## config.mk

```make
export PLATFORM = sky130hd
export DESIGN_NAME = periodic_task_dispatcher
export DESIGN_NICKNAME = d
export VERILOG_FILES = /design/src/rtl/core/ptd_pkg.sv /design/src/rtl/core/periodic_task_dispatcher.sv
export SDC_FILE = /design/constraint.sdc
export NUM_CORES = 1
export LEC_CHECK = 0
export BUFFER_PORTS_ARGS = -buffer_cell sky130_fd_sc_hd__buf_4
export CORE_MARGIN = 2
export CORE_UTILIZATION = 49
export DETAILED_ROUTE_END_ITERATION = 12
export GPL_ROUTABILITY_DRIVEN = 0
export PLACE_DENSITY = 0.66
export REMOVE_ABC_BUFFERS = 1
export SYNTH_ARGS = -nofsm -noshare
export SYNTH_HDL_FRONTEND = slang
export SYNTH_SLANG_ARGS = --single-unit
```

## constraint.sdc

```tcl
create_clock -name clk -period 24.5 [get_ports clk]
set_input_delay 1.225 -clock clk [delete_from_list [all_inputs] [get_ports clk]]
set_output_delay 1.225 -clock clk [all_outputs]
set_load 0.05 [all_outputs]
```

## src/rtl/core/ptd_pkg.sv

```systemverilog
`default_nettype none
// ----------------------------------------------------------------------------
// ptd_pkg
// Shared constants for the periodic task dispatcher: table size, opcodes,
// result status codes and index widths.
// ----------------------------------------------------------------------------
package ptd_pkg;

  localparam int SLOTS       = 8;
  localparam int MAX_RESULTS = 8;

  localparam int IDX_W = (SLOTS > 1) ? $clog2(SLOTS) : 1;
  localparam int CNT_W = $clog2(SLOTS + 1);
  localparam int NUM_W = $clog2(MAX_RESULTS + 1);

  localparam logic [1:0] OP_TICK  = 2'd0;
  localparam logic [1:0] OP_ADD   = 2'd1;
  localparam logic [1:0] OP_PASS  = 2'd2;
  localparam logic [1:0] OP_CLEAR = 2'd3;

  localparam logic [2:0] ST_DONE    = 3'd0;
  localparam logic [2:0] ST_ADDED   = 3'd1;
  localparam logic [2:0] ST_FULL    = 3'd2;
  localparam logic [2:0] ST_DUE     = 3'd3;
  localparam logic [2:0] ST_NOTHING = 3'd4;

  typedef logic [IDX_W-1:0] idx_t;

  function automatic logic [2:0] slot_field(input idx_t idx);
    logic [IDX_W+2:0] w;
    w = (IDX_W + 3)'(idx);
    return w[2:0];
  endfunction

endpackage
`default_nettype wire

```

## src/rtl/core/periodic_task_dispatcher.sv

```systemverilog
// Order: a tick or clear result is registered from S_TICK or S_CLEAR after the transfer; an add
//   result once the scan from slot 0 reaches the first free slot, or the scan end when the
//   table is full; the final pass result from S_FIN once the scan ends; output stalls delay each.
// Throughput: one item at a time, in_ready only when idle, so the next transfer follows the final
//   result; the shared subtract and compare unit takes one slot per cycle unless the output stalls.
// Reset: synchronous, clears the tick count, all slot used bits, the FSM and out_valid.
`default_nettype none
// ----------------------------------------------------------------------------
// periodic_task_dispatcher
// Cooperative periodic task table: tick, add, dispatch pass and clear,
// with a sequential slot scan and a one-entry result lookahead for last.
// ----------------------------------------------------------------------------
module periodic_task_dispatcher import ptd_pkg::*; (
  input  wire logic        clk,
  input  wire logic        rst,
  input  wire logic        in_valid,
  output logic             in_ready,
  input  wire logic [1:0]  opcode,
  input  wire logic [31:0] period,
  input  wire logic [7:0]  handler,
  output logic             out_valid,
  input  wire logic        out_ready,
  output logic [2:0]       status,
  output logic [2:0]       slot,
  output logic [7:0]       handler_out,
  output logic [31:0]      stamp,
  output logic             last
);

  localparam logic [2:0] S_IDLE  = 3'd0;
  localparam logic [2:0] S_TICK  = 3'd1;
  localparam logic [2:0] S_ADD   = 3'd2;
  localparam logic [2:0] S_PASS  = 3'd3;
  localparam logic [2:0] S_FIN   = 3'd4;
  localparam logic [2:0] S_CLEAR = 3'd5;

  logic [2:0]       state;
  logic [SLOTS-1:0] slot_used;
  logic [7:0]       slot_handler  [SLOTS];
  logic [31:0]      slot_period   [SLOTS];
  logic [31:0]      slot_last_run [SLOTS];
  logic [31:0]      tick_count;
  logic [31:0]      period_q;
  logic [7:0]       handler_q;
  logic [CNT_W-1:0] scan;
  logic [NUM_W-1:0] n_disp;
  logic             pend_valid;
  idx_t             pend_idx;
  logic [7:0]       pend_handler;

  idx_t        idx;
  logic [31:0] elapsed;
  logic        due;
  logic        scan_end;
  logic        cap;
  logic        ofree;
  logic        load;

  assign idx      = scan[IDX_W-1:0];
  assign elapsed  = tick_count - slot_last_run[idx];
  assign due      = slot_used[idx] && (slot_handler[idx] != 8'd0) &&
                    (elapsed >= slot_period[idx]);
  assign scan_end = (scan == CNT_W'(SLOTS));
  assign cap      = (n_disp == NUM_W'(MAX_RESULTS));
  assign ofree    = !out_valid || out_ready;
  assign in_ready = (state == S_IDLE);

  always_comb begin
    load = 1'b0;
    case (state)
      S_TICK, S_CLEAR, S_FIN: load = ofree;
      S_ADD:   load = ofree && (scan_end || !slot_used[idx]);
      S_PASS:  load = ofree && pend_valid && !scan_end && !cap && due;
      default: load = 1'b0;
    endcase
  end

  always_ff @(posedge clk) begin
    if (rst) begin
      state      <= S_IDLE;
      out_valid  <= 1'b0;
      pend_valid <= 1'b0;
      tick_count <= 32'd0;
      slot_used  <= '0;
    end else begin
      if (load) begin
        out_valid <= 1'b1;
      end else if (out_ready) begin
        out_valid <= 1'b0;
      end
      case (state)
        S_IDLE: begin
          if (in_valid) begin
            period_q   <= period;
            handler_q  <= handler;
            scan       <= '0;
            n_disp     <= '0;
            pend_valid <= 1'b0;
            case (opcode)
              OP_TICK:  state <= S_TICK;
              OP_ADD:   state <= S_ADD;
              OP_PASS:  state <= S_PASS;
              OP_CLEAR: state <= S_CLEAR;
              default:  state <= S_IDLE;
            endcase
          end
        end
        S_TICK: begin
          if (ofree) begin
            tick_count  <= tick_count + 32'd1;
            status      <= ST_DONE;
            slot        <= 3'd0;
            handler_out <= 8'd0;
            stamp       <= tick_count + 32'd1;
            last        <= 1'b1;
            state       <= S_IDLE;
          end
        end
        S_CLEAR: begin
          if (ofree) begin
            tick_count  <= 32'd0;
            slot_used   <= '0;
            status      <= ST_DONE;
            slot        <= 3'd0;
            handler_out <= 8'd0;
            stamp       <= 32'd0;
            last        <= 1'b1;
            state       <= S_IDLE;
          end
        end
        S_ADD: begin
          if (scan_end) begin
            if (ofree) begin
              status      <= ST_FULL;
              slot        <= 3'd0;
              handler_out <= 8'd0;
              stamp       <= tick_count;
              last        <= 1'b1;
              state       <= S_IDLE;
            end
          end else if (!slot_used[idx]) begin
            if (ofree) begin
              slot_used[idx]     <= 1'b1;
              slot_handler[idx]  <= handler_q;
              slot_period[idx]   <= period_q;
              slot_last_run[idx] <= 32'd0;
              status             <= ST_ADDED;
              slot               <= slot_field(idx);
              handler_out        <= 8'd0;
              stamp              <= tick_count;
              last               <= 1'b1;
              state              <= S_IDLE;
            end
          end else begin
            scan <= scan + CNT_W'(1);
          end
        end
        S_PASS: begin
          if (scan_end || cap) begin
            state <= S_FIN;
          end else if (!due) begin
            scan <= scan + CNT_W'(1);
          end else if (!pend_valid || ofree) begin
            slot_last_run[idx] <= tick_count;
            if (pend_valid) begin
              status      <= ST_DUE;
              slot        <= slot_field(pend_idx);
              handler_out <= pend_handler;
              stamp       <= tick_count;
              last        <= 1'b0;
            end
            pend_valid   <= 1'b1;
            pend_idx     <= idx;
            pend_handler <= slot_handler[idx];
            n_disp       <= n_disp + NUM_W'(1);
            scan         <= scan + CNT_W'(1);
          end
        end
        S_FIN: begin
          if (ofree) begin
            status      <= pend_valid ? ST_DUE : ST_NOTHING;
            slot        <= pend_valid ? slot_field(pend_idx) : 3'd0;
            handler_out <= pend_valid ? pend_handler : 8'd0;
            stamp       <= tick_count;
            last        <= 1'b1;
            pend_valid  <= 1'b0;
            state       <= S_IDLE;
          end
        end
        default: state <= S_IDLE;
      endcase
    end
  end

endmodule
`default_nettype wire
```

; ---- Word level (Yosys, flattened, before mapping)
; Memories as Yosys holds them, arrays and structs flattened. A register that Yosys moved wholly into a read port is not among the register bits.
; Cells that the tools add are included.
[op_classes]
magnitude_cmp = 3
mux = 104
addsub = 4
n_bitwise = 4
eq_ne = 27
n_reduce_logical = 44
[ops]
columns = op, n
row1 = 32-bit 2-to-1 mux, 10
row2 = 32-bit case mux with 5 select lines, 1
row3 = 8-bit 2-to-1 mux, 13
row4 = 3-bit 2-to-1 mux, 29
row5 = 32-bit case mux with 2 select lines, 1
row6 = 3-bit case mux with 4 select lines, 4
row7 = 4-bit 2-to-1 mux, 9
row8 = 32-bit by 1-bit adder with 32-bit output (second input constant), 1
row9 = 32-bit >= comparator, 1
row10 = 8-bit case mux with 4 select lines, 1
row11 = 32-bit subtractor, 1
row12 = 1-bit 2-to-1 mux, 28
row13 = 2-bit inequality test (second input constant), 13
row14 = 9-bit AND reduction, 2
row15 = 8-bit case mux with 2 select lines, 1
row16 = 7-bit AND reduction, 2
row17 = 4-bit case mux with 3 select lines, 1
row18 = 6-bit AND reduction, 2
row19 = 10-bit AND reduction, 1
row20 = 5-bit AND reduction, 2
row21 = 3-bit inequality test (second input constant), 3
row22 = 1-bit case mux with 3 select lines, 3
row23 = 3-bit AND reduction, 3
row24 = 3-bit nonzero test, 3
row25 = other kinds (28), 51
[totals]
mem_count = 3
ramBits = 576
regBits = 151
inputBits = 46
[memory_table]
columns = memory, depth, width, rd, rd_clocked_by_memory_dff, write_ports, line
row1 = slot_last_run, 8, 32, 1, 1, 1, periodic_task_dispatcher.sv:41  ; logic [31:0] slot_last_run [SLOTS];
row2 = slot_period, 8, 32, 1, 1, 1, periodic_task_dispatcher.sv:40  ; logic [31:0] slot_period [SLOTS];
row3 = slot_handler, 8, 8, 1, 1, 1, periodic_task_dispatcher.sv:39  ; logic [7:0] slot_handler [SLOTS];

; ---- Longest topological paths before layout
[logic_depth]
word_depth = 10
ltp_mapped = 27
mapped_depth_nobuf = 22

; ---- Worst setup path after synthesis
; Ideal clock, no wire load.
[synth_timing]
path_type = reg-to-reg
start = register with a tool-made name
end = memory slot_last_run[0][0] (enable)
period_less_slack_ps = 9695
stages_incl_launch_ff = 28
arrival_ps = 9194
setup_ps = 501
path_slack_ps = 14805
cell_sequence = dfxtp_1 > buf_6 > buf_4 > buf_1 > buf_1 > buf_2 > mux4_2 > mux2i_1 > ha_1 > clkbuf_1 > a211o_1 > a311o_1 > nor4bb_1 > a21oi_1 > a21oi_1 > a211oi_1 > o2bb2ai_1 > xnor2_1 > ha_1 > nand4_1 > nor4_1 > o211ai_1 > o221ai_1 > a21oi_1 > nor4_2 > nor2b_1 > buf_2 > nor4_1
[synth_rtl]
columns = item, line
row1 = to (decl), periodic_task_dispatcher.sv:41

==> results by group <==
Cells and area
  • Final cell count without fillers: 2,887
  • Antenna fix cells: 0
  • Share of cells above drive strength 1: 0.2068
  • Filler instances: 4,812
  • Final nets: 2,100
  • Area Growth Syn to Fin: 14.10%

Routing
  • Drt wl/cell: 23.08 um
  • Initial DRC Count: 1,480
  • Final ANT Viol Nets: 0
  • DRC: 0
  • TritonRoute pass-1 iters: 5
  • Vias: 17,070
  • Vias per cell: 5.913
  • Routed WL: 66,640 um

CTS
  • Clock sinks: 730
  • Post_cts resized: 0
  • CTS hold repair buffers: 0
  • H-tree level count: 3
  • CTS tree: done
  • Worst-path clk slew: 60 ps
  • Post-CTS Setup Inserts: 0
  • Num CTS Buffers: 76
  • Worst skew pair latency: 640 ps
  • Root buf cell: clkbuf_16
  • Clock Tree Buf Depth: 3

Placed design
  • DPL Wire Length: 40,230 um
  • Placed cells: 2,748
  • Port bufs: 94
  • Pre-CTS setup slack: 16,990 ps

Timing
  • Clk_skew: 32.40 ps
  • Maximum clock rate: 0.1322 GHz
  • Final Setup Violations: 0
  • Hold Violations, Final: 0
  • Max Slew Vio Count: 0
  • Relative slew slack: 0.1373
  • Worst-margin pin slew: 1288 ps
  • Min Tclk post-route: 7565 ps
  • Final WS setup: 16,940 ps
  • Setup TNS: 0 ps
  • Period utilization: 0.3088
  • RSZ-0062 raised after global routing: false

Floorplanning
  • Starting Density: 0.4935
  • Die area: 65,210 um2
  • Top Ports: 95
  • Die H: 255.4 um
  • Std cell rows: 92
  • Core area: 62,740 um2
  • Die width: 255.4 um

Power and ir drop
  • Maximum vdd ir drop: 65.60 uV
  • Sw power: 0.001292 W
  • Clk pwr share: 0.298
  • Pwr Density: 111.8 nW/um2
  • Internal power: 0.002657 W
  • Switching share of total power: 0.3272
  • Sequential Power Share: 0.394
  • Gate power share: 0.307
  • Leakage: 11.89 nW

Worst setup path
  • Flop-to-flop setup slack: 16,940 ps
  • Crit path required time: 24,740 ps
  • Setup crit start kind: register
  • Buf/Inv on CP: 1
  • Setup CP Type: reg -> reg
  • WP depth: 21
  • Crit path DAT: 7810 ps
  • Largest delay share family, worst path: compound AO/OA/AOI/OAI gates
  • Worst-path maximum fanout: 39
  • CP Capture Type: register
  • FF-to-FF End: handler_out[2]
  • Reg2Reg Depth: 21
  • Slowest-stage cell, CP: a31oi_1
  • Critical path, cell by cell: buf_4, mux4_2, mux2i_1, ha_1, nand2_1, o21ai_1, o41ai_1, and3_1, a21oi_1, a211oi_1, o2bb2ai_1, xnor2_1, ha_1, nand4_1, nor4_1, o211ai_1, o221ai_1, a21oi_1, nor2_2, nand3_1, a31oi_1
  • CP max stage delay: 820 ps

Global route
  • Met1 global-route usage: 0.2859
  • Top Usage Layer GRT: met2
  • Met3 Use GR: 0.03919
  • Initial antenna violation count: 3
  • Total GRT Usage: 0.2062
  • Met2 Track Usage GR: 0.3274
  • Vias in the first global route: 17,250
  • Largest net degree at the start of global routing: 82
  • First-pass GRT wire length: 102,800 um
  • GRT Residual Overflow: 0

Synthesis
  • Synth Area in Adders: 0.03015
  • Unique masters post-synth: 67
  • EDFF count, synth: 682
  • Cells after Synth: 1,876
  • Synth async-reset ratio: 0
  • Primary FF master, synth: edfxtp_1
  • Mapped cell area: 30,960 um2
  • Flops & latches, synth: 730
  • Post-synthesis xor/xnor area fraction: 0.009618
  • Compound-Gate Fraction of Synth Area: 0.05642
  • Synth Warn #: 0
  • Synth Area in Simple Gates: 0.06215
  • Largest family of logic cells by synthesized area: multiplexers
  • Syn Area/Cell: 16.50 um2
  • Mux share of post-synthesis cell area: 0.1332
  • Sequential area share after synthesis: 0.6925

Run
  • Maxcap violations: 0

Status
  • Status: complete, no violations

Hold path
  • Hold Crit Endpoint: slot_used[4]
  • Hold Crit Depth: 2
  • Hold_sp: slot_used[4]
  • Worst min-delay path class: reg -> reg
registers in the layout, indices dropped and copies added (netlist names), 4 cells and up, named ones only:
register and count:
handler_out 8, slot_period 256, stamp 32, pend_handler 8
slot_handler 64, period_q 32, scan 4, n_disp 4
tick_count 32, slot_last_run 256, handler_q 8, slot_used 8
kinds of logic (layout without fill, tap and decap cells):
group                    count (synthesis)  after routing
buffers and inverters                  125            290
adder cells (fa/ha/maj)                 74             74
multiplexers                           229            229
AO/OA/AOI/OAI                          283            283
flip-flops                             730            730
XOR/XNOR                                34             34
AND/OR/NAND/NOR                        401            401
metal layers:
layer	share of wire	up-vias
met5	0.00024	-
met4	0.032	4
met3	0.066	128
met2	0.47	596
met1	0.43	8688
li1	-	7655
worst min-delay path, stage by stage, from the launching register on:
cell and delay, ps:
dfxtp_1 320, a31oi_1 40, nor2_1 70
synth_stat cells (3+ instances only):
cell type / count / area [um2]
mux2i_1: 70 / 700.7
mux4_2: 145 / 3266
or3_1: 11 / 68.82
buf_2: 10 / 50.05
a21oi_1: 106 / 530.5
nor2b_1: 14 / 87.58
a31oi_1: 20 / 125.1
o41ai_1: 3 / 26.28
buf_1: 19 / 71.32
nor3_1: 24 / 120.1
clkbuf_1: 68 / 255.2
a221oi_1: 3 / 26.28
o21ai_1: 10 / 50.05
and4_1: 3 / 26.28
and3_1: 21 / 131.4
nor4_1: 7 / 43.79
o21bai_1: 4 / 30.03
xnor2_1: 23 / 201.4
o221ai_1: 4 / 35.03
and2_1: 37 / 231.5
mux2_2: 11 / 123.9
nor2_1: 139 / 521.8
nand3b_1: 3 / 22.52
a211oi_1: 10 / 75.07
edfxtp_1: 682 / 20480
xor2_1: 11 / 96.34
nand2b_1: 5 / 31.28
nand2_1: 84 / 315.3
o211ai_1: 5 / 37.54
nand4_1: 11 / 68.82
o21a_1: 3 / 22.52
inv_1: 22 / 82.58
dfxtp_1: 48 / 960.9
ha_1: 73 / 913.4
o31ai_1: 25 / 187.7
o21ai_0: 45 / 225.2
nand3_1: 32 / 160.2
a21o_1: 24 / 180.2
a2bb2oi_1: 3 / 26.28
inv_2: 3 / 11.26
mux2_1: 3 / 33.78
layout by cell type, fill, tap and decap left out, drive strengths merged, types with 25 or more instances in the layout:
cell type    n
o31ai       25
clkinv      28
inv         26
nand2       84
and2        37
mux4       145
ha          73
o21ai       56
nor2       140
edfxtp     682
mux2i       70
nand3       32
a21oi      107
dfxtp       48
buf        126
clkbuf      97
power groups by stage:
stage | clock, W | sequential [W] | combinational, W
floorplan | 0 | 0.00175 | 0.000769
global placement | 0 | 0.00158 | 0.00120
detailed placement | 0 | 0.00158 | 0.00122
CTS | 0.00120 | 0.00156 | 0.00123
global route | 0.00125 | 0.00157 | 0.00133
finish | 0.00118 | 0.00156 | 0.00121
worst max-delay path by stage:
stage,slack (ps),start,endpoint
after global placement,17040,register,slot_last_run[0][0]
final,16940,register,handler_out[2]
after floorplan,9090,register,slot_last_run[0][0]
after CTS,16910,register,slot_last_run[0][3]
after detailed placement,16990,register,handler_out[4]
after global routing,16420,register,handler_out[3]
layout make-up:
cell class	count	area, um2	area share
clock inverters	42	579.3	0.01640
well taps	846	1059	0.02996
repair buffers	126	958.4	0.02713
clock buffers	97	2012	0.05695
flip-flops and latches	730	21450	0.6072
multi-input cells	1021	9173	0.2597
inverters	25	93.84	0.002656
per-stage QoR:
stage               area (um2)  total power [W]  utilization  hold slack (ps)
floorplan                30560         0.002524            -            428.6
global placement         32740         0.002781       0.5218            442.0
detailed placement       32740         0.002805       0.5218            462.8
CTS                      35330         0.003985       0.5631            476.7
global route             35330         0.004147       0.5631            494.3
finish                   35330         0.003949       0.5631            469.9
No activity file was read; power rests on OpenSTA's default activity.
